`src/design/uvsg_pkg.sv`:
```
package uvsg_pkg;

   localparam int IDX_W   = 11;
   localparam int RAD_W   = 16;
   localparam int POS_W   = 17;
   localparam int Q15_W   = 16;
   localparam int TEX_W   = 17;
   localparam int NUM_W   = 28;
   localparam int ANG_W   = 34;
   localparam int STEPS   = 24;
   localparam int ADDR_W  = 4;
   localparam int DATA_W  = 32;
   localparam int MAX_DIVS_DEF = 1024;

   localparam logic [31:0] PI_Q30 = 32'd3373259426;
   localparam logic signed [ANG_W-1:0] GAIN_Q30 = 34'sd652032874;

   localparam logic [RAD_W-1:0] RADIUS_RST = 16'd256;
   localparam logic [IDX_W-1:0] RINGS_RST  = 11'd16;
   localparam logic [IDX_W-1:0] SECTORS_RST = 11'd32;

   localparam logic [1:0] REG_RADIUS  = 2'd0;
   localparam logic [1:0] REG_RINGS   = 2'd1;
   localparam logic [1:0] REG_SECTORS = 2'd2;

   typedef struct packed {
      logic [RAD_W-1:0] radius;
      logic [IDX_W-1:0] rings;
      logic [IDX_W-1:0] sectors;
   } cfg_type;

   function automatic logic signed [ANG_W-1:0] atan_q30(input int idx);
      logic signed [ANG_W-1:0] v;
      case (idx)
         0:  v = 34'sh03243F6A8;
         1:  v = 34'sh01DAC6705;
         2:  v = 34'sh00FADBAFC;
         3:  v = 34'sh007F56EA6;
         4:  v = 34'sh003FEAB76;
         5:  v = 34'sh001FFD55B;
         6:  v = 34'sh000FFFAAA;
         7:  v = 34'sh0007FFF55;
         8:  v = 34'sh0003FFFEA;
         9:  v = 34'sh0001FFFFD;
         10: v = 34'sh0000FFFFF;
         11: v = 34'sh00007FFFF;
         12: v = 34'sh00003FFFF;
         13: v = 34'sh00001FFFF;
         14: v = 34'sh00000FFFF;
         15: v = 34'sh000007FFF;
         16: v = 34'sh000003FFF;
         17: v = 34'sh000001FFF;
         18: v = 34'sh000000FFF;
         19: v = 34'sh0000007FF;
         20: v = 34'sh0000003FF;
         21: v = 34'sh0000001FF;
         22: v = 34'sh0000000FF;
         23: v = 34'sh00000007F;
         default: v = '0;
      endcase
      return v;
   endfunction

   // q30 magnitude to q15, ties up, clipped to 0..32767
   function automatic logic [Q15_W-2:0] to_q15(input logic signed [ANG_W-1:0] v);
      logic signed [ANG_W-1:0] r;
      if (v < 0) begin
         r = '0;
      end else begin
         r = (v + 34'sd16384) >>> 15;
      end
      return (r > 34'sd32767) ? 15'h7FFF : r[Q15_W-2:0];
   endfunction

   // divide by 2^15, ties away from zero
   function automatic logic signed [39:0] rnd15(input logic signed [39:0] v);
      logic [39:0] mag;
      logic [39:0] r;
      mag = (v < 0) ? 40'(-v) : 40'(v);
      r = (mag + 40'd16384) >> 15;
      return (v < 0) ? -$signed(r) : $signed(r);
   endfunction

endpackage

```
`src/design/uvsg_csr.sv`:
```
module uvsg_csr #(
   parameter int MAX_DIVS = uvsg_pkg::MAX_DIVS_DEF
) (
   input  logic                         clock,
   input  logic                         reset,
   input  logic                         psel,
   input  logic                         penable,
   input  logic                         pwrite,
   input  logic [uvsg_pkg::ADDR_W-1:0]  paddr,
   input  logic [uvsg_pkg::DATA_W-1:0]  pwdata,
   output logic [uvsg_pkg::DATA_W-1:0]  prdata,
   output logic                         pready,
   output uvsg_pkg::cfg_type            cfg
);
   import uvsg_pkg::*;

   logic [RAD_W-1:0] radius_ff;
   logic [IDX_W-1:0] rings_ff;
   logic [IDX_W-1:0] sectors_ff;
   logic [IDX_W:0]   half_s;
   logic             wr;

   assign pready = 1'b1;
   assign wr = psel && penable && pwrite;

   always_ff @(posedge clock) begin
      if (reset) begin
         radius_ff  <= RADIUS_RST;
         rings_ff   <= RINGS_RST;
         sectors_ff <= SECTORS_RST;
      end else if (wr) begin
         unique case (paddr[3:2])
            REG_RADIUS:  radius_ff  <= pwdata[RAD_W-1:0];
            REG_RINGS:   rings_ff   <= pwdata[IDX_W-1:0];
            REG_SECTORS: sectors_ff <= pwdata[IDX_W-1:0];
            default: ;
         endcase
      end
   end

   always_comb begin
      unique case (paddr[3:2])
         REG_RADIUS:  prdata = DATA_W'(radius_ff);
         REG_RINGS:   prdata = DATA_W'(rings_ff);
         REG_SECTORS: prdata = DATA_W'(sectors_ff);
         default:     prdata = '0;
      endcase
   end

   assign half_s = ((IDX_W+1)'(sectors_ff) + 12'd1) >> 1;

   always_comb begin
      cfg.radius = radius_ff;
      if (rings_ff == '0) begin
         cfg.rings = IDX_W'(1);
      end else if (32'(rings_ff) > MAX_DIVS) begin
         cfg.rings = IDX_W'(MAX_DIVS);
      end else begin
         cfg.rings = rings_ff;
      end
      if (half_s == '0) begin
         cfg.sectors = IDX_W'(1);
      end else if (32'(half_s) > MAX_DIVS) begin
         cfg.sectors = IDX_W'(MAX_DIVS);
      end else begin
         cfg.sectors = half_s[IDX_W-1:0];
      end
   end

endmodule

```
`config.mk`:
```
export PLATFORM = sky130hd
export DESIGN_NAME = uvsg_csr
export DESIGN_NICKNAME = d
export VERILOG_FILES = /design/src/design/uvsg_pkg.sv /design/src/design/uvsg_csr.sv
export SDC_FILE = /design/constraint.sdc
export NUM_CORES = 1
export LEC_CHECK = 0
export ABC_AREA = 1
export BUFFER_PORTS_ARGS = -buffer_cell sky130_fd_sc_hd__buf_4
export CELL_PAD_IN_SITES_DETAIL_PLACEMENT = 1
export CELL_PAD_IN_SITES_GLOBAL_PLACEMENT = 1
export CORE_MARGIN = 2
export CORE_UTILIZATION = 24
export DETAILED_ROUTE_END_ITERATION = 10
export GPL_ROUTABILITY_DRIVEN = 0
export PLACE_DENSITY = 0.76
export SLEW_MARGIN = 20
export SYNTH_ARGS = -nofsm -noshare
export SYNTH_HDL_FRONTEND = slang
export SYNTH_SLANG_ARGS = --single-unit
export TNS_END_PERCENT = 1
```
`constraint.sdc`:
```
create_clock -name clock -period 3.3 [get_ports clock]
set_input_delay 0.825 -clock clock [delete_from_list [all_inputs] [get_ports clock]]
set_output_delay 0.825 -clock clock [all_outputs]
set_load 0.005 [all_outputs]
```
# Word level (Yosys, flattened, before mapping)
# Cells that the tools add are included.
# W data, S select, Z words.
# totals
ff_bits	38
inputBits	41
output_inout_bits	71
wordCells	21
# op_classes
n_addsub	1
order_cmp	2
eq_ne	2
mux	5
reduce_logical	8
# op_table
op	n
$pmux W16 S3	1
$mux W11	4
$gt A11 B11 Y1 const B	2
$add A11 B1 Y12 const B	1
$logic_not A12 Y1	1
$logic_not A11 Y1	1
$reduce_and A2 Y1	3
$eq A2 B1 Y1 const B	1
$eq A2 B2 Y1 const B	1
$logic_and A1 B1 Y1	2
$logic_not A2 Y1	1

# Longest topological paths before layout
# Gate-level depths: netlist (run 1).
# logic_depth
depth_word	4
mapped_depth	11
mapped_depth_nobuf	11

# Least setup slack after synthesis (run 1)
# No wires, ideal clock.
# synth_path
path_kind	input to output
from	in paddr[3] in the netlist's numbering
to	out prdata[1] in the netlist's numbering
t_arrival_ps	1454
setup_slack_ps	1021
path_stages	4
n_path_buf	1
cell_sequence	nor2_1 > clkbuf_1 > nand2_1 > o211ai_1
# synth_between
elab_chain_cells	2
word_cells_on_any_way	4
# synth_rtl
element	line	rtl
start, declared	uvsg_csr.sv:9	input logic [uvsg_pkg::ADDR_W-1:0] paddr,
$eq A2 B2 Y1 (tied with other cells)	uvsg_csr.sv:42	unique case (paddr[3:2])
$pmux W16 S3 *	uvsg_csr.sv:42	
end, declared	uvsg_csr.sv:11	output logic [uvsg_pkg::DATA_W-1:0] prdata,
# Every way passes the cells marked *; elsewhere a longest branch is shown, timed or not.

==> impl_metrics.toml, run 1 <==
[clock_tree]
cts-root-buf = "clkbuf_8"
cts_resized = 0
clk_pin_slew_worst_paths_ns = 0.08
cts_setup_buffers = 0
cts_tree = "built"
ctsHoldBuffers = 0
clock_latency_ns = 0.29
cts_buffer_depth = 2
htree_levels = 2
numClockSinks = 38
numCtsBuffers = 5

[timing]
fmax_mhz = 336.0
fin_crit_sh_pct = 90.18
min_period_ns = 2.976
fin_skew_ns = 0
setup-tns-final_ns = 0
setup-violations-final = 0
worstMarginPinSlew_ns = 0.9436
slew-limit-headroom_pct = 37.02
hold_viol = 0
finalMaxSlewViolations = 0
rsz0062_at_grt = "no"

[power_and_ir_drop]
switchingPower_w = 0.0002469
leakage_nw = 1.332
peakVddDrop_v = 0.0001810
comb_power_share_pct = 12.1
power_w = 0.0009907
p_sw_share_pct = 24.93
power.share.clock_pct = 39.8
p_seq_share_pct = 48.1
p_per_area_nw_per_um2 = 347.6
power.internal_w = 0.0007438

[global_routing]
globalRouteMet2Util_pct = 23.65
use_met1_pct = 17.27
top_usage_layer = "met2"
met3_usage_pct = 4.397
grt.total_usage_pct = 13.95
grt_max_degree = 39
grt_antenna_before_repair = 0
grt_pass1_vias = 2379
grt_overflow = 0
grt_pass1_wl_microns = 11320

[setup_path]
worstPathCellList = "ha_1, nand2_2, nor2_2, nand2_1, nand2_1, nand2_1, nor2_2, nand3_1, nor2_1, nor2_1, nor2_1, buf_4"
slowest_stage = "dfxtp_1"
critical_path_arrival_ns = 2.15
crit_start = "sectors_ff[1]$_SDFFE_PP0P_"
crit_fanout = 6
path_class = "flip-flop to output port"
cp-start-kind = "flip-flop"
slowest_delay_ns = 0.46
cp_num_buf_inv = 1
setup.worst_path.end_class = "output port"
crit_family = "simple AND/OR/NAND/NOR gates"
cp_data_required_time_ns = 2.47
r2r_start = "sectors_ff[4]$_SDFFE_PP0P_"

[cells_and_area]
regArea_sq_um = 760.7
utilization_pct = 32.84
diodes = 0
fin_nets = 440
stdcell_count = 507
layout_commonest_cell = "buf_4"
layout_common_cells = "buf_4 (78), nor2_1 (60), nand2_1 (44)"
fillers = 1132
fin_area_sq_um = 2850
area_delta_synth_final_pct = 33.06
multi_input_area_sq_um = 1091
drive_gt1_share_pct = 25.06

[place]
place_inst = 499
placedInstanceArea_sq_um = 2741
io_buffers = 76
hpwl_microns = 5566

[synthesis]
synthCells = 328
avgSynthCellArea_sq_um = 6.531
post_synth_num_cell_types = 23
ys_seq_area_share_pct = 35.51
synthFlopType = "dfxtp_1"
ys_ff_latch = 38
synth-edff-count = 0
syn_area_sq_um = 2142
yosysWarnings = 0
synthArstFlopShare_pct = 0

[detailed_routing]
drtIter0Drc = 41
viasPerCell = 4.552
firstDrtPassIters = 4
wl_per_cell_microns = 13.50
routed-via-count = 2308
detail-route-antenna-nets = 0
drc = 0
drt-total-wl_microns = 6845

[status]
outcome = "finished, final reports clean"

[floorplanning]
die_area_sq_um = 9697
io_pins = 112
die_x_microns = 98.48
core_sq_um = 8678
fp-row-count = 34
die_h_microns = 98.48
start_util_pct = 24.68

[worst_hold_path]
hold_start = "radius_ff[13]$_SDFFE_PP0P_"
min_path_type = "flip-flop to flip-flop"

[run]
drv_cap = 0
==> worst register-to-register path: cells and delay by family (launching register included) <==
| family | cells | cell delay, ns |
|---|---|---|
| DFF | 1 | 0.46 |
| and+or+nand+nor | 1 | 0.15 |
| AOI/OAI and AO/OA | 1 | 0.14 |
==> cell type report <==
cell class	count	area share [%]
well taps	108	4.741
multi-input cells	230	38.28
inverters	45	5.926
repair buffers	78	20.54
clock inverters	3	1.405
clock buffers	5	2.414
flip-flops and latches	38	26.69
==> cell usage after synthesis (2+ instances only) <==
cell type	count	area [sq um]
dfxtp_1	38	760.7
o221ai_1	9	78.83
nor2_4	2	22.52
nor2_2	5	31.28
nand4_1	6	37.54
o211ai_1	4	30.03
nor2_1	60	225.2
o21ai_0	34	170.2
nand3_1	14	70.07
inv_1	43	161.4
inv_2	2	7.510
nand2_2	5	31.28
nand2_1	44	165.2
conb_1	2	7.510
clkbuf_1	12	45.04
buf_4	17	127.6
a21oi_1	24	120.1
o21ai_1	2	10.01
==> final timing paths <==
| check | slack [ns] | end | cells after the start |
|---|---|---|---|
| worst max-delay path | 0.32 | cfg[0] | 12 |
| worst min-delay path | 0.48 | radius_ff[13]$_SDFFE_PP0P_ | 2 |
| worst max register to register | 2.49 | sectors_ff[4]$_SDFFE_PP0P_ | 2 |
| worst min register to register | 0.48 | radius_ff[13]$_SDFFE_PP0P_ | 2 |
==> layer usage <==
layer	vias up	part of all wire [%]	wire length, microns
met4	0	1.2	80
met3	8	8.3	565
met5	-	0	0
met2	85	46	3168
met1	1058	44	3030
li1	1157	-	-
==> sequential cells by signal (all words and copies together), names as in the netlist <==
| name | cells |
|---|---|
| rings_ff | 11 |
| radius_ff | 16 |
| sectors_ff | 11 |
==> logic make-up (layout without fill, tap and decap cells) <==
kind of cell,count (synthesis),after routing,share of synthesized area [%]
buffers and inverters,75,131,16.18
other,2,17,0.3506
DFF,38,38,35.51
adders and majority gates,1,1,0.5840
AOI/OAI and AO/OA,74,74,19.45
and+or+nand+nor,137,137,27.51
xor gates and xnor gates,1,1,0.4090
==> stage by stage <==
| step | hold slack [ns] | setup slack (ns) |
|---|---|---|
| 5_1_grt | 0.5063 | 0.08474 |
| 3_5_place_dp | 0.4712 | 0.6318 |
| 3_3_place_gp | 0.4565 | 0.7574 |
| 6_report | 0.4826 | 0.3241 |
| 2_1_floorplan | 0.4607 | 1.021 |
| 4_1_cts | 0.4857 | 0.3035 |
==> power groups by stage <==
| stage | Sequential [W] | Clock [W] | Combinational (W) |
|---|---|---|---|
| final | 0.000477 | 0.000394 | 0.000120 |
| after global routing | 0.000478 | 0.000419 | 0.000135 |
| after CTS | 0.000477 | 0.000402 | 0.000121 |
| after detailed placement | 0.000487 | 0 | 0.000120 |
| after global placement | 0.000487 | 0 | 0.000117 |
| after floorplan | 0.000486 | 0 | 0.0000704 |
Note: power is estimated with default switching activity, not from simulation.
==> run 2, diff against run 1 <==
clock period = 3.1 ns   (was 3.3 ns; I/O delays follow)
==> run 2 against run 1 <==
Against the previous run: critical path depth did not move; core utilization fell by 0.086 points; worst hold slack worse by 0.013 ns; first-iteration DRC count rose by 61%; clock power fell by 7.9%; combinational power rose by 7%; die area stayed put; setup slack got worse by 0.096 ns; sequential share of layout area is 0.070 points higher.
==> impl_metrics.toml, run 2 (synthesis results as in run 1) <==
[status]
outcome = "finished, final reports clean"

[clock_tree]
numClockSinks = 38
cts_setup_buffers = 0
ctsHoldBuffers = 0
clk_pin_slew_worst_paths_ns = 0.08
numCtsBuffers = 5
cts-root-buf = "clkbuf_8"
htree_levels = 2
clock_latency_ns = 0.30
cts_buffer_depth = 2
cts_tree = "built"

[cells_and_area]
area_delta_synth_final_pct = 32.71
diodes = 0
regMostFlops = "radius_ff"
layout_common_cells = "buf_4 (79), nor2_1 (60), nand2_1 (44)"
fin_nets = 441
layout_commonest_cell = "buf_4"
drive_gt1_share_pct = 25.25
stdcell_count = 508
largest_reg_flops = 16
largestRegisters = "radius_ff x16, rings_ff x11, sectors_ff x11"

[worst_hold_path]
min_path_type = "flip-flop to flip-flop"
hold_start = "radius_ff[15]$_SDFFE_PP0P_"
min_to = "radius_ff[15]$_SDFFE_PP0P_"
worstHoldPathCells = 2

[timing]
fin_skew_ns = 0
setup-tns-final_ns = 0
setup-violations-final = 0
slew-limit-headroom_pct = 55.30
fin_crit_sh_pct = 92.66
rsz0062_at_grt = "no"
worstMarginPinSlew_ns = 0.6681
finalMaxSlewViolations = 0
final.setup.worst_slack_ns = 0.2277
fmax_mhz = 348.1
min_period_ns = 2.872
hold_viol = 0

[detailed_routing]
firstDrtPassIters = 4
drc = 0
wl_per_cell_microns = 13.58
detail-route-antenna-nets = 0
drt-total-wl_microns = 6901
drtIter0Drc = 66
routed-via-count = 2311
viasPerCell = 4.549

[setup_path]
rr_worst_depth = 2
r2r_start = "sectors_ff[2]$_SDFFE_PP0P_"
cp-start-kind = "flip-flop"
path_class = "flip-flop to output port"
r2r-end = "sectors_ff[2]$_SDFFE_PP0P_"
ff2ff_setup_slack_ns = 2.30
cp_data_required_time_ns = 2.32
setup.worst_path.end_class = "output port"
crit_fanout = 6
critical_path_arrival_ns = 2.10

[global_routing]
grt_pass1_vias = 2404
grt_max_degree = 28
grt.total_usage_pct = 14.67
grt_antenna_before_repair = 0
grt_pass1_wl_microns = 11760
grt_overflow = 0

[place]
preCtsSetupSlack_ns = 0.5283
hpwl_microns = 5695
io_buffers = 76
place_inst = 500

[power_and_ir_drop]
p_per_area_nw_per_um2 = 351.6
peakVddDrop_v = 0.0002211
leakage_nw = 1.324
power_w = 0.0009995

[floorplanning]
start_util_pct = 24.68
die_h_microns = 98.48
io_pins = 112
core_sq_um = 8678
fp-row-count = 34
die_x_microns = 98.48
die_area_sq_um = 9697

[run]
drv_cap = 0
## run 2: layout make-up
type / count / area, sq um
fillers: 1137 / 5836
multi-input cells: 230 / 1094
flip-flops and latches: 38 / 760.7
repair buffers: 79 / 593.1
inverters: 45 / 168.9
well taps: 108 / 135.1
clock buffers: 7 / 86.33
clock inverters: 1 / 5.005
## run 2: worst max-delay path by stage
| stage | start | to | slack [ns] | cells after the start |
|---|---|---|---|---|
| floorplan | sectors_ff[1]$_SDFFE_PP0P_ | cfg[1] | 0.91 | 11 |
| global placement | sectors_ff[1]$_SDFFE_PP0P_ | cfg[1] | 0.61 | 12 |
| detailed placement | sectors_ff[1]$_SDFFE_PP0P_ | cfg[1] | 0.53 | 12 |
| CTS | sectors_ff[1]$_SDFFE_PP0P_ | cfg[1] | 0.19 | 12 |
| global route | sectors_ff[1]$_SDFFE_PP0P_ | cfg[0] | 0.01 | 12 |
| finish | sectors_ff[1]$_SDFFE_PP0P_ | cfg[1] | 0.23 | 12 |
## run 2: what timing repair did
| item | 4_1_cts | 5_1_grt |
|---|---|---|
| resized for setup | 0 | 1 |
| setup endpoints to repair | 0 | 2 |
| endpoints found under the hold margin | 0 | 0 |
## run 2: report_power, final
part / switching [W] / internal [W] / total [W]
Combinational: 0.0000723 / 0.0000569 / 0.000129
Sequential: 0.00000851 / 0.000499 / 0.000507
Clock: 0.000184 / 0.000180 / 0.000363
## run 2: through the flow
stage / util (%) / hold slack (ns) / instance area [sq um]
after floorplan: - / 0.4607 / 2198
after global placement: 31.68 / 0.4554 / 2749
after detailed placement: 31.68 / 0.4614 / 2749
after CTS: 32.73 / 0.4731 / 2840
after global routing: 32.76 / 0.5013 / 2843
final: 32.76 / 0.4699 / 2843
## run 2: worst max-delay path, stage by stage, from the launching register on
cell     delay [ns]
dfxtp_1        0.46
ha_2           0.28
nand2_2        0.06
nor2_2         0.17
nand2_1        0.08
nand2_1        0.06
nand2_1        0.08
nor2_2         0.13
nand3_1        0.10
nor2_1         0.10
nor2_1         0.06
nor2_1         0.10
buf_4          0.12
## run 2: per-layer routing
layer	GRT usage (%)	wire, microns
met5	0	0
met3	4.255	484
met2	24.91	3258
met1	18.05	3077
met4	4.426	80
