[src/design/uvsg_pkg.sv]
package uvsg_pkg;

   localparam int IDX_W   = 11;
   localparam int RAD_W   = 16;
   localparam int POS_W   = 17;
   localparam int Q15_W   = 16;
   localparam int TEX_W   = 17;
   localparam int NUM_W   = 28;
   localparam int ANG_W   = 34;
   localparam int STEPS   = 24;
   localparam int ADDR_W  = 4;
   localparam int DATA_W  = 32;
   localparam int MAX_DIVS_DEF = 1024;

   localparam logic [31:0] PI_Q30 = 32'd3373259426;
   localparam logic signed [ANG_W-1:0] GAIN_Q30 = 34'sd652032874;

   localparam logic [RAD_W-1:0] RADIUS_RST = 16'd256;
   localparam logic [IDX_W-1:0] RINGS_RST  = 11'd16;
   localparam logic [IDX_W-1:0] SECTORS_RST = 11'd32;

   localparam logic [1:0] REG_RADIUS  = 2'd0;
   localparam logic [1:0] REG_RINGS   = 2'd1;
   localparam logic [1:0] REG_SECTORS = 2'd2;

   typedef struct packed {
      logic [RAD_W-1:0] radius;
      logic [IDX_W-1:0] rings;
      logic [IDX_W-1:0] sectors;
   } cfg_type;

   function automatic logic signed [ANG_W-1:0] atan_q30(input int idx);
      logic signed [ANG_W-1:0] v;
      case (idx)
         0:  v = 34'sh03243F6A8;
         1:  v = 34'sh01DAC6705;
         2:  v = 34'sh00FADBAFC;
         3:  v = 34'sh007F56EA6;
         4:  v = 34'sh003FEAB76;
         5:  v = 34'sh001FFD55B;
         6:  v = 34'sh000FFFAAA;
         7:  v = 34'sh0007FFF55;
         8:  v = 34'sh0003FFFEA;
         9:  v = 34'sh0001FFFFD;
         10: v = 34'sh0000FFFFF;
         11: v = 34'sh00007FFFF;
         12: v = 34'sh00003FFFF;
         13: v = 34'sh00001FFFF;
         14: v = 34'sh00000FFFF;
         15: v = 34'sh000007FFF;
         16: v = 34'sh000003FFF;
         17: v = 34'sh000001FFF;
         18: v = 34'sh000000FFF;
         19: v = 34'sh0000007FF;
         20: v = 34'sh0000003FF;
         21: v = 34'sh0000001FF;
         22: v = 34'sh0000000FF;
         23: v = 34'sh00000007F;
         default: v = '0;
      endcase
      return v;
   endfunction

   // q30 magnitude to q15, ties up, clipped to 0..32767
   function automatic logic [Q15_W-2:0] to_q15(input logic signed [ANG_W-1:0] v);
      logic signed [ANG_W-1:0] r;
      if (v < 0) begin
         r = '0;
      end else begin
         r = (v + 34'sd16384) >>> 15;
      end
      return (r > 34'sd32767) ? 15'h7FFF : r[Q15_W-2:0];
   endfunction

   // divide by 2^15, ties away from zero
   function automatic logic signed [39:0] rnd15(input logic signed [39:0] v);
      logic [39:0] mag;
      logic [39:0] r;
      mag = (v < 0) ? 40'(-v) : 40'(v);
      r = (mag + 40'd16384) >> 15;
      return (v < 0) ? -$signed(r) : $signed(r);
   endfunction

endpackage

[src/design/uvsg_front.sv]
module uvsg_front (
   input  logic                        clock,
   input  logic                        reset,
   input  logic                        push,
   output logic                        full,
   input  logic [uvsg_pkg::IDX_W-1:0]  ring_index,
   input  logic [uvsg_pkg::IDX_W-1:0]  sector_index,
   input  uvsg_pkg::cfg_type           cfg,
   input  logic                        q_pop,
   output logic                        q_valid,
   output logic [uvsg_pkg::IDX_W-1:0]  q_ring,
   output logic [uvsg_pkg::IDX_W-1:0]  q_sector
);
   import uvsg_pkg::*;

   localparam int DEPTH = 4;
   localparam int PTR_W = $clog2(DEPTH);

   logic [IDX_W-1:0] ring_ff   [DEPTH];
   logic [IDX_W-1:0] sector_ff [DEPTH];
   logic [PTR_W-1:0] wr_ptr_ff, rd_ptr_ff;
   logic [PTR_W:0]   count_ff;
   logic             do_push, do_pop;
   logic [IDX_W-1:0] ring_cl, sector_cl;

   assign full    = (count_ff == (PTR_W+1)'(DEPTH));
   assign q_valid = (count_ff != '0);
   assign do_push = push && !full;
   assign do_pop  = q_pop && q_valid;

   // clamp indices to the active counts on the way in
   assign ring_cl   = (ring_index > cfg.rings) ? cfg.rings : ring_index;
   assign sector_cl = (sector_index > cfg.sectors) ? cfg.sectors : sector_index;

   always_ff @(posedge clock) begin
      if (reset) begin
         wr_ptr_ff <= '0;
         rd_ptr_ff <= '0;
         count_ff  <= '0;
      end else begin
         if (do_push) begin
            wr_ptr_ff <= wr_ptr_ff + 1'b1;
         end
         if (do_pop) begin
            rd_ptr_ff <= rd_ptr_ff + 1'b1;
         end
         if (do_push && !do_pop) begin
            count_ff <= count_ff + 1'b1;
         end else if (do_pop && !do_push) begin
            count_ff <= count_ff - 1'b1;
         end
      end
   end

   always_ff @(posedge clock) begin
      if (do_push) begin
         ring_ff[wr_ptr_ff]   <= ring_cl;
         sector_ff[wr_ptr_ff] <= sector_cl;
      end
   end

   assign q_ring   = ring_ff[rd_ptr_ff];
   assign q_sector = sector_ff[rd_ptr_ff];

endmodule

[config.mk]
export PLATFORM = sky130hd
export DESIGN_NAME = uvsg_front
export DESIGN_NICKNAME = d
export VERILOG_FILES = /design/src/design/uvsg_pkg.sv /design/src/design/uvsg_front.sv
export SDC_FILE = /design/constraint.sdc
export NUM_CORES = 1
export LEC_CHECK = 0
export CORE_MARGIN = 1
export CORE_UTILIZATION = 25
export CTS_CLUSTER_DIAMETER = 200
export DETAILED_ROUTE_END_ITERATION = 7
export DONT_BUFFER_PORTS = 1
export PLACE_DENSITY = 0.51
export SLEW_MARGIN = 20
export SYNTH_ARGS = -nofsm -noshare
export SYNTH_HDL_FRONTEND = slang
export SYNTH_SLANG_ARGS = --single-unit
[constraint.sdc]
create_clock -name clock -period 2.3 [get_ports clock]
set_clock_uncertainty 0.15 [all_clocks]
set_input_delay 0.115 -clock clock [delete_from_list [all_inputs] [get_ports clock]]
set_output_delay 0.115 -clock clock [all_outputs]
set_load 0.005 [all_outputs]
After elaboration in Yosys (flattened, before gate mapping)
Memories as Yosys holds them, arrays and structs flattened. A register that Yosys moved wholly into a read port is not among the register bits.
Cells that the tools add are included.
{"block": "word_totals", "ff_bits": 7, "ramBits": 88, "out_inout_bits": 24, "mem_count": 2}
{"block": "op_classes", "n_addsub": 4, "order_cmp": 2, "n_eq_ne": 1, "n_mux": 10, "n_reduce_logical": 9}
{"memory": "ring_ff", "words": 4, "word_bits": 11, "read_ports": 1, "rd_clocked_by_memory_dff": 1, "write_ports": 1, "line_no": "uvsg_front.sv:19", "source": "logic [IDX_W-1:0] ring_ff [DEPTH];"}
{"memory": "sector_ff", "words": 4, "word_bits": 11, "read_ports": 1, "rd_clocked_by_memory_dff": 1, "write_ports": 1, "line_no": "uvsg_front.sv:20", "source": "logic [IDX_W-1:0] sector_ff [DEPTH];"}
{"operator": "> comparator 11 bit", "count": 2}
{"operator": "2-to-1 mux 11 bit", "count": 2}
{"operator": "2-to-1 mux 2 bit", "count": 4}
{"operator": "2-to-1 mux 3 bit", "count": 2}
{"operator": "adder 2 x 1 -> 2 bit, second input constant", "count": 2}
{"operator": "logical AND 1 bit", "count": 4}
{"operator": "adder 3 x 1 -> 3 bit, second input constant", "count": 1}
{"operator": "equality test 3 bit, second input constant", "count": 1}
{"operator": "zero test 1 bit", "count": 3}
{"operator": "nonzero test 3 bit", "count": 1}
{"operator": "subtractor 3 x 1 -> 3 bit, second input constant", "count": 1}
{"operator": "2-to-1 mux 1 bit", "count": 2}
{"operator": "nonzero test 2 bit", "count": 1}

Depth between registers and ports, before layout
Gate-level depths: netlist of run 1.
{"block": "logic_depth", "depth_word": 7, "depth_mapped": 9, "mapped_depth_nobuf": 8}

Least setup slack after synthesis of run 1
OpenSTA, ideal clock, no wires.
{"block": "synth_path", "path_kind": "register to register", "startpoint": "register count_ff[0]", "endpoint": "register count_ff[2]", "setup_ns": 0.070, "arrival_ns": 2.020, "setup_slack_ns": 0.060, "path_stages_with_launch": 9, "synth_period_minus_slack_ns": 2.240, "cell_sequence": "dfxtp_1 > or3_1 > nand2_1 > ha_1 > inv_1 > fa_1 > xor2_1 > or3_1 > a21oi_1"}
{"block": "synth_via", "elab_cells_between_ends": 14}
{"element": "start, declared", "line_no": "uvsg_front.sv:22", "source": "logic [PTR_W:0] count_ff;"}
{"element": "start signal, assigned", "line_no": "uvsg_front.sv:48", "source": "count_ff <= count_ff + 1'b1;"}
{"element": "start signal, assigned", "line_no": "uvsg_front.sv:50", "source": "count_ff <= count_ff - 1'b1;"}
{"element": "nonzero test 3 bit *", "line_no": "uvsg_front.sv:27", "source": "assign q_valid = (count_ff != '0);"}
{"element": "named net q_valid", "line_no": "uvsg_front.sv:10", "source": "output logic q_valid,"}
{"element": "logical AND 1 bit *", "line_no": "uvsg_front.sv:29", "source": "assign do_pop = q_pop && q_valid;"}
{"element": "zero test 1 bit", "line_no": "uvsg_front.sv:47", "source": "if (do_push && !do_pop) begin"}
{"element": "logical AND 1 bit", "line_no": "uvsg_front.sv:47"}
{"element": "2-to-1 mux 3 bit / nonzero test 2 bit (equally long branches)"}
The timed path passes the listed nets; every way through them passes the cells marked *. The select of a mux whose other input is x is not followed.
A chain may end at the register's enable or synchronous reset.

Final worst setup path of run 1
{"block": "layout_path", "startpoint": "register count_ff[0]", "endpoint": "register count_ff[2]"}
{"block": "layout_via", "elab_chain_len": 6, "elab_cells_between_ends": 14}
{"element": "parallel branches: the longest is 6 deep, another holds subtractor 3 x 1 -> 3 bit"}
Parallel ways; which one is timed is not known. The select of a mux whose other input is x is not followed.

==> metrics.txt, run 1 <==
Req. time, crit path=between 2000 and 2500 ps; Netlist Area Pre-Place=approximately 4500 um2; Distinct cells, synth=29; CTS tree=done; post-DP HPWL=approximately 5600 um; CP arrival=2360 ps; initial antenna violation count=0; Final ANT Viol Nets=0; clock sinks=97; top_reg_cell synth=edfxtp_1; Post-Synthesis Net Count=approximately 350; final hold vios=0; Worst-path clk slew=approximately 70 ps; Power Total=~5000 uW; CP max FO=4; FMAX=446 MHz; GP Congestion=0.724; relative slew slack=0.689; CP max stage delay=just under 400 ps; htree depth=3; aggregate global-route resource usage=0.106; syn_area_per_cell=roughly 17 um2; Worst setup SP type=register; Leakage=a little under 0.002 uW; fraction of synthesized area in multiplexers=0.166; Slew @ Worst Pin=between 400 and 500 ps; simple-gate share of the synthesized area=0.0351; DR WL/cell=around 16 um; Overflow after GRT=0; Post-Place Cells=493; Die Width=around 140 um; status=complete, no violations; Final Cell Area=roughly 5600 um2; Worst-Skew Late Latency=approximately 340 ps; Post-CTS Setup Inserts=0; Period minus WS final=2240 ps; Crit Path Category=register to register; die area=18300 um2; DRT Pass-1 Iters=4; worst-path cell chain=or3_4 > nand2_2 > ha_4 > inv_1 > fa_1 > xor2_1 > or3_1 > a21oi_1; R2R Setup Slk=between 60 and 70 ps; clk root buf=clkbuf_16; Synth Area in Compound Gates=0.0455; vias in the first global route=2666; CP endpoint kind=register; Routed WL=~9100 um; synth warn=0; global-route wire length before repair=roughly 14000 um; Synth Area in XOR/XNOR=0.00984; post-synthesis sequential area ratio=0.634; Vias=2414; placed instance area=4840 um2; Slowest cell on crit path=or3_4; worst slack at placement=-20.9 ps; CTS Buf Count=9; NumNets Final=~420; P per Cell Area=897 nW/um2; FP Rows=48; Slew Limit Fails=0; Post-Synth Adder-Cell Area=0.0804; largest family of logic cells by synthesized area=multiplexers; peak supply drop=about 0.38 mV; ANT cells=0; flops & latches, synth=97; Residual DRC=0; Worst Setup Slack, final=~60 ps; Fill cells=between 1500 and 2000; maximum root-to-sink buffer count=2; max_cap viols=0; Post-synth ARST share=0; number of flops mapped to enable cells by yosys=roughly 90; Die Y=approximately 140 um; core footprint=about 17000 um2; fraction of layout cells with a size suffix above 1=0.248; non-filler cells, final=555; Tightest Hold Check Type=input pin to register; IO Pins=between 80 and 90; Initial Utilization=0.256; largest net degree at the start of global routing=23; initial DRC count=94; final setup violation count=0; fin crit share=0.974; Area Growth Syn to Fin=26.1%; Syn Inst Count=260; Via density=~4.3; Port Buf Inserts=0
## cell usage after synthesis, types with 3 or more instances
cell      instances  area (um2)
a211oi_1          3        22.5
a21oi_1           7        35.0
and2_1            4        25.0
clkbuf_1          4        15.0
dfxtp_1           9         180
edfxtp_1         88        2640
ha_1             27         338
inv_1            27         101
mux2_2           19         214
mux4_2           22         495
nand2_1           5        18.8
nand4_1           4        25.0
nor2_1           11        41.3
o21ai_0           7        35.0
xor2_1            4        35.0
## power breakdown
group / switching, uW / leakage, uW / total, uW / internal (uW)
logic: 647 / 0.000954 / 1310 / 666
registers: 78.0 / 0.000882 / 2290 / 2210
clock network: 679 / 0.000137 / 1430 / 753
total: 1400 / 0.00197 / 5030 / 3630
## kinds of logic after synthesis
| group | after synthesis |
|---|---|
| buffers and inverters | 33 |
| muxes | 44 |
| DFF | 97 |
| AOI/OAI and AO/OA | 22 |
| adders and majority gates | 28 |
| xor gates and xnor gates | 5 |
| and+or+nand+nor | 31 |
## placed cells by master (no fill, tap or decap), types with 2 or more instances in the layout
master	netlist	routed
mux2_2	19	19
edfxtp_1	88	88
and2_1	4	4
xor2_1	4	4
ha_1	27	26
nand4_1	4	4
dlygate4sd3_1	0	46
buf_12	0	2
nand2_1	5	4
clkinvlp_4	0	2
dfxtp_2	0	2
o21ai_0	7	7
mux4_2	22	22
clkbuf_16	0	9
buf_4	0	12
inv_1	27	27
mux2i_1	2	2
dfxtp_1	9	7
a41oi_4	2	2
nor2_1	11	11
a21oi_1	7	7
a211oi_1	3	3
nand3b_1	2	2
## per-layer routing
| metal | up-vias | track usage | share of wire | wire length [um] |
|---|---|---|---|---|
| li1 | 1139 | - | - | - |
| met1 | 1228 | 0.112 | 0.40 | 3640 |
| met2 | 36 | 0.195 | 0.54 | 4960 |
| met3 | 11 | 0.0378 | 0.043 | 393 |
| met4 | 0 | 0.0337 | 0.013 | 115 |
| met5 | - | 0 | 0 | 0 |
## state kept, by name (all words and copies together) (netlist names), named ones only
signal	count
count_ff	3
rd_ptr_ff	2
ring_ff	44
sector_ff	44
wr_ptr_ff	2
## critical path, delay by kind of cell, from the launching register on
kind | cells | cell delay, ps
AO/OA/AOI/OAI | 1 | 150
XOR/XNOR | 1 | 160
adder cells (fa/ha/maj) | 2 | 510
buffers and inverters | 1 | 50
flip-flops | 1 | 350
AND/OR/NAND/NOR | 3 | 800
## per-stage QoR
stage / util / hold slack [ps] / setup TNS [ps]
floorplan: - / 210 / 0
global placement: 0.279 / 34.9 / 0
detailed placement: 0.279 / 38.8 / -84.5
CTS: 0.322 / 25.7 / 0
global route: 0.323 / 77.6 / -1.38
finish: 0.323 / 43.0 / 0
## cell type report
type	count	area, um2	area share
Sequential cell	97	2830	0.503
Clock inverter	7	65.1	0.0116
Timing Repair Buffer	60	591	0.105
Tap cell	225	282	0.0502
Clock buffer	9	225	0.0401
Multi-Input combinational cell	130	1520	0.272
Inverter	27	101	0.0181
## timing repair
item	in CTS	in global routing
hold endpoints to repair	97	0
pin swaps	0	0
hold buffers	46	0
resized for setup	2	4
setup endpoints to repair	1	2
## worst paths after layout
check / startpoint / to / depth (start not counted)
min reg2reg: count_ff[2]$_SDFFE_PP0P_ / count_ff[2]$_SDFFE_PP0P_ / 2
max: count_ff[0]$_SDFFE_PP0P_ / count_ff[2]$_SDFFE_PP0P_ / 8
min: cfg[10] / sector_ff[0][10]$_DFFE_PP_ / 2
max reg2reg: count_ff[0]$_SDFFE_PP0P_ / count_ff[2]$_SDFFE_PP0P_ / 8
Note: power is estimated with default switching activity, not from simulation.
==> inputs of run 2 (changes only) <==
--- a/config.mk
+++ b/config.mk
@@ -5,12 +5,12 @@
 export SDC_FILE = /design/constraint.sdc
 export NUM_CORES = 1
 export LEC_CHECK = 0
-export CORE_MARGIN = 1
+export CORE_MARGIN = 2
 export CORE_UTILIZATION = 25
 export CTS_CLUSTER_DIAMETER = 200
 export DETAILED_ROUTE_END_ITERATION = 7
 export DONT_BUFFER_PORTS = 1
-export PLACE_DENSITY = 0.51
+export PLACE_DENSITY = 0.49
 export SLEW_MARGIN = 20
 export SYNTH_ARGS = -nofsm -noshare
 export SYNTH_HDL_FRONTEND = slang
==> constraint.sdc (replaced) <==
create_clock -name clock -period 2.25 [get_ports clock]
set_clock_uncertainty 0.15 [all_clocks]
set_input_delay 0.1125 -clock clock [delete_from_list [all_inputs] [get_ports clock]]
set_output_delay 0.1125 -clock clock [all_outputs]
set_load 0.005 [all_outputs]
==> metrics.txt, run 2 (synthesis results as in run 1) <==
status=complete, no violations; ANT cells=0 (unchanged); IO Pins=88 (unchanged); commonest non-fill, non-tap cell in the layout=edfxtp_1; most frequent cells in the layout=edfxtp_1, dlygate4sd3_1, inv_1; Final Cell Area=5600 um2 (-0.22%); multi-input logic area=1520 um2 (-0.41%); max_cap viols=0 (unchanged); worst r2r path cells=8 (unchanged); largest net degree at the start of global routing=23 (unchanged); Routed WL=8760 um (-3.8%); Post-CTS Setup Inserts=0 (unchanged); FP Rows=48 (unchanged); top flop regs=ring_ff (44), sector_ff (44), count_ff (3); CTS Buf Count=9 (unchanged); CP endpoint kind=register; final hold vios=0 (unchanged); Die Width=137 um (+1.5%); Req. time, crit path=2380 ps (-40 ps); aggregate global-route resource usage=0.101 (-0.00475); NumNets Final=418 (+0.24%); Overflow after GRT=0 (unchanged); Final ANT Viol Nets=0 (unchanged); die area=18900 um2 (+3.0%); Slew @ Worst Pin=499 ps (+37.8 ps); Period minus WS final=2150 ps (-91.0 ps); Worst-path clk slew=70 ps (about the same); htree depth=3 (unchanged); initial antenna violation count=0 (unchanged); P per Cell Area=911 nW/um2 (+1.7%); clock sinks=97 (unchanged); Die Y=137 um (+1.5%); CP max stage delay=390 ps (about the same); CP max FO=3 (-1); Worst setup SP type=register; post-DP HPWL=5560 um (-0.49%); relative slew slack=0.664 (-0.0255); maximum root-to-sink buffer count=2 (unchanged); vias in the first global route=2578 (-3.3%); Leakage=0.00197 uW (-0.32%); Tightest Hold Check Type=input pin to register; Slowest cell on crit path=or3_4; RSZ-0062 raised after global routing=no; fin crit share=0.955 (-0.0188); initial DRC count=102 (+8.5%); final setup violation count=0 (unchanged); hold depth=2 (unchanged); Util after Layout=0.323 (-0.000721); HP Start=cfg[10]; Residual DRC=0 (unchanged); Fill cells=1671 (+0.36%); Port Buf Inserts=0 (unchanged); CTS tree=done; Area Growth Syn to Fin=25.8%; Slew Limit Fails=0 (unchanged); peak supply drop=0.443 mV (+17%); Worst-Skew Late Latency=340 ps (about the same); DR WL/cell=15.8 um (-4.0%); CP arrival=2280 ps (-80 ps); setup TNS=0 ps (unchanged); FMAX=465 MHz (+4.2%); global-route wire length before repair=13800 um (-2.3%); beginning of the critical path=count_ff[0]$_SDFFE_PP0P_; DRT Pass-1 Iters=4 (unchanged); core footprint=17400 um2 (unchanged); Crit Path Category=register to register; worst-path cell chain=or3_4 > nand2_2 > ha_2 > inv_1 > fa_2 > xor2_1 > or3_1 > a21oi_2; fraction of layout cells with a size suffix above 1=0.257 (+0.00831); GP Congestion=0.764 (+5.5%); Initial Utilization=0.256 (unchanged); FF/Latch Area=2830 um2 (unchanged); Via density=4.24 (-2.6%); Reg-to-Reg Start=count_ff[0]$_SDFFE_PP0P_; Vias=2356 (-2.4%); clk root buf=clkbuf_16; placed instance area=4860 um2 (+0.47%)
## run 2: report_power, final
group          total (uW)  internal [uW]  switching [uW]
Sequential           2330           2260            75.5
Clock                1420            764             657
Combinational        1350            675             675
## run 2: path summary, 6_finish.rpt
kind                                                   end  slack, ps
worst max register to register    count_ff[2]$_SDFFE_PP0P_        100
worst max-delay path              count_ff[2]$_SDFFE_PP0P_        100
worst min register to register   rd_ptr_ff[0]$_SDFFE_PP0P_        390
worst min-delay path            sector_ff[0][10]$_DFFE_PP_         30
## run 2: repair_timing
item / in CTS / in global routing
hold endpoints to repair: 97 / 0
endpoints found under the setup margin: 0 / 1
gates resized for setup: 0 / 6
hold buffers: 44 / 0
## run 2: critical path, delay by kind of cell (launching register included)
| family | cells | cell delay (ps) |
|---|---|---|
| and+or+nand+nor | 3 | 800 |
| adders and majority gates | 2 | 500 |
| DFF | 1 | 330 |
| xor gates and xnor gates | 1 | 150 |
| AOI/OAI and AO/OA | 1 | 110 |
| buffers and inverters | 1 | 50 |
## run 2: layout make-up
type	instances	area share
Timing Repair Buffer	61	0.106
Sequential cell	97	0.504
Multi-Input combinational cell	130	0.271
Clock inverter	6	0.00938
Clock buffer	10	0.0409
Tap cell	225	0.0503
Inverter	27	0.0181
## run 2: per-layer routing
layer / routed length, um / track usage
met1: 3620 / 0.115
met5: 0 / 0
met3: 394 / 0.0386
met4: 109 / 0.0304
met2: 4630 / 0.177
## run 2: stage by stage
stage / setup slack [ps] / power (uW) / hold WS (ps) / instances
4_1_cts: 25.2 / 5190 / 22.1 / 556
2_1_floorplan: 10.3 / 3250 / 208 / 260
6_report: 101 / 5100 / 34.4 / 556
3_5_place_dp: -39.0 / 3690 / 34.7 / 496
5_1_grt: 8.54 / 5390 / 95.1 / 556
3_3_place_gp: -11.4 / 3650 / 34.4 / 496
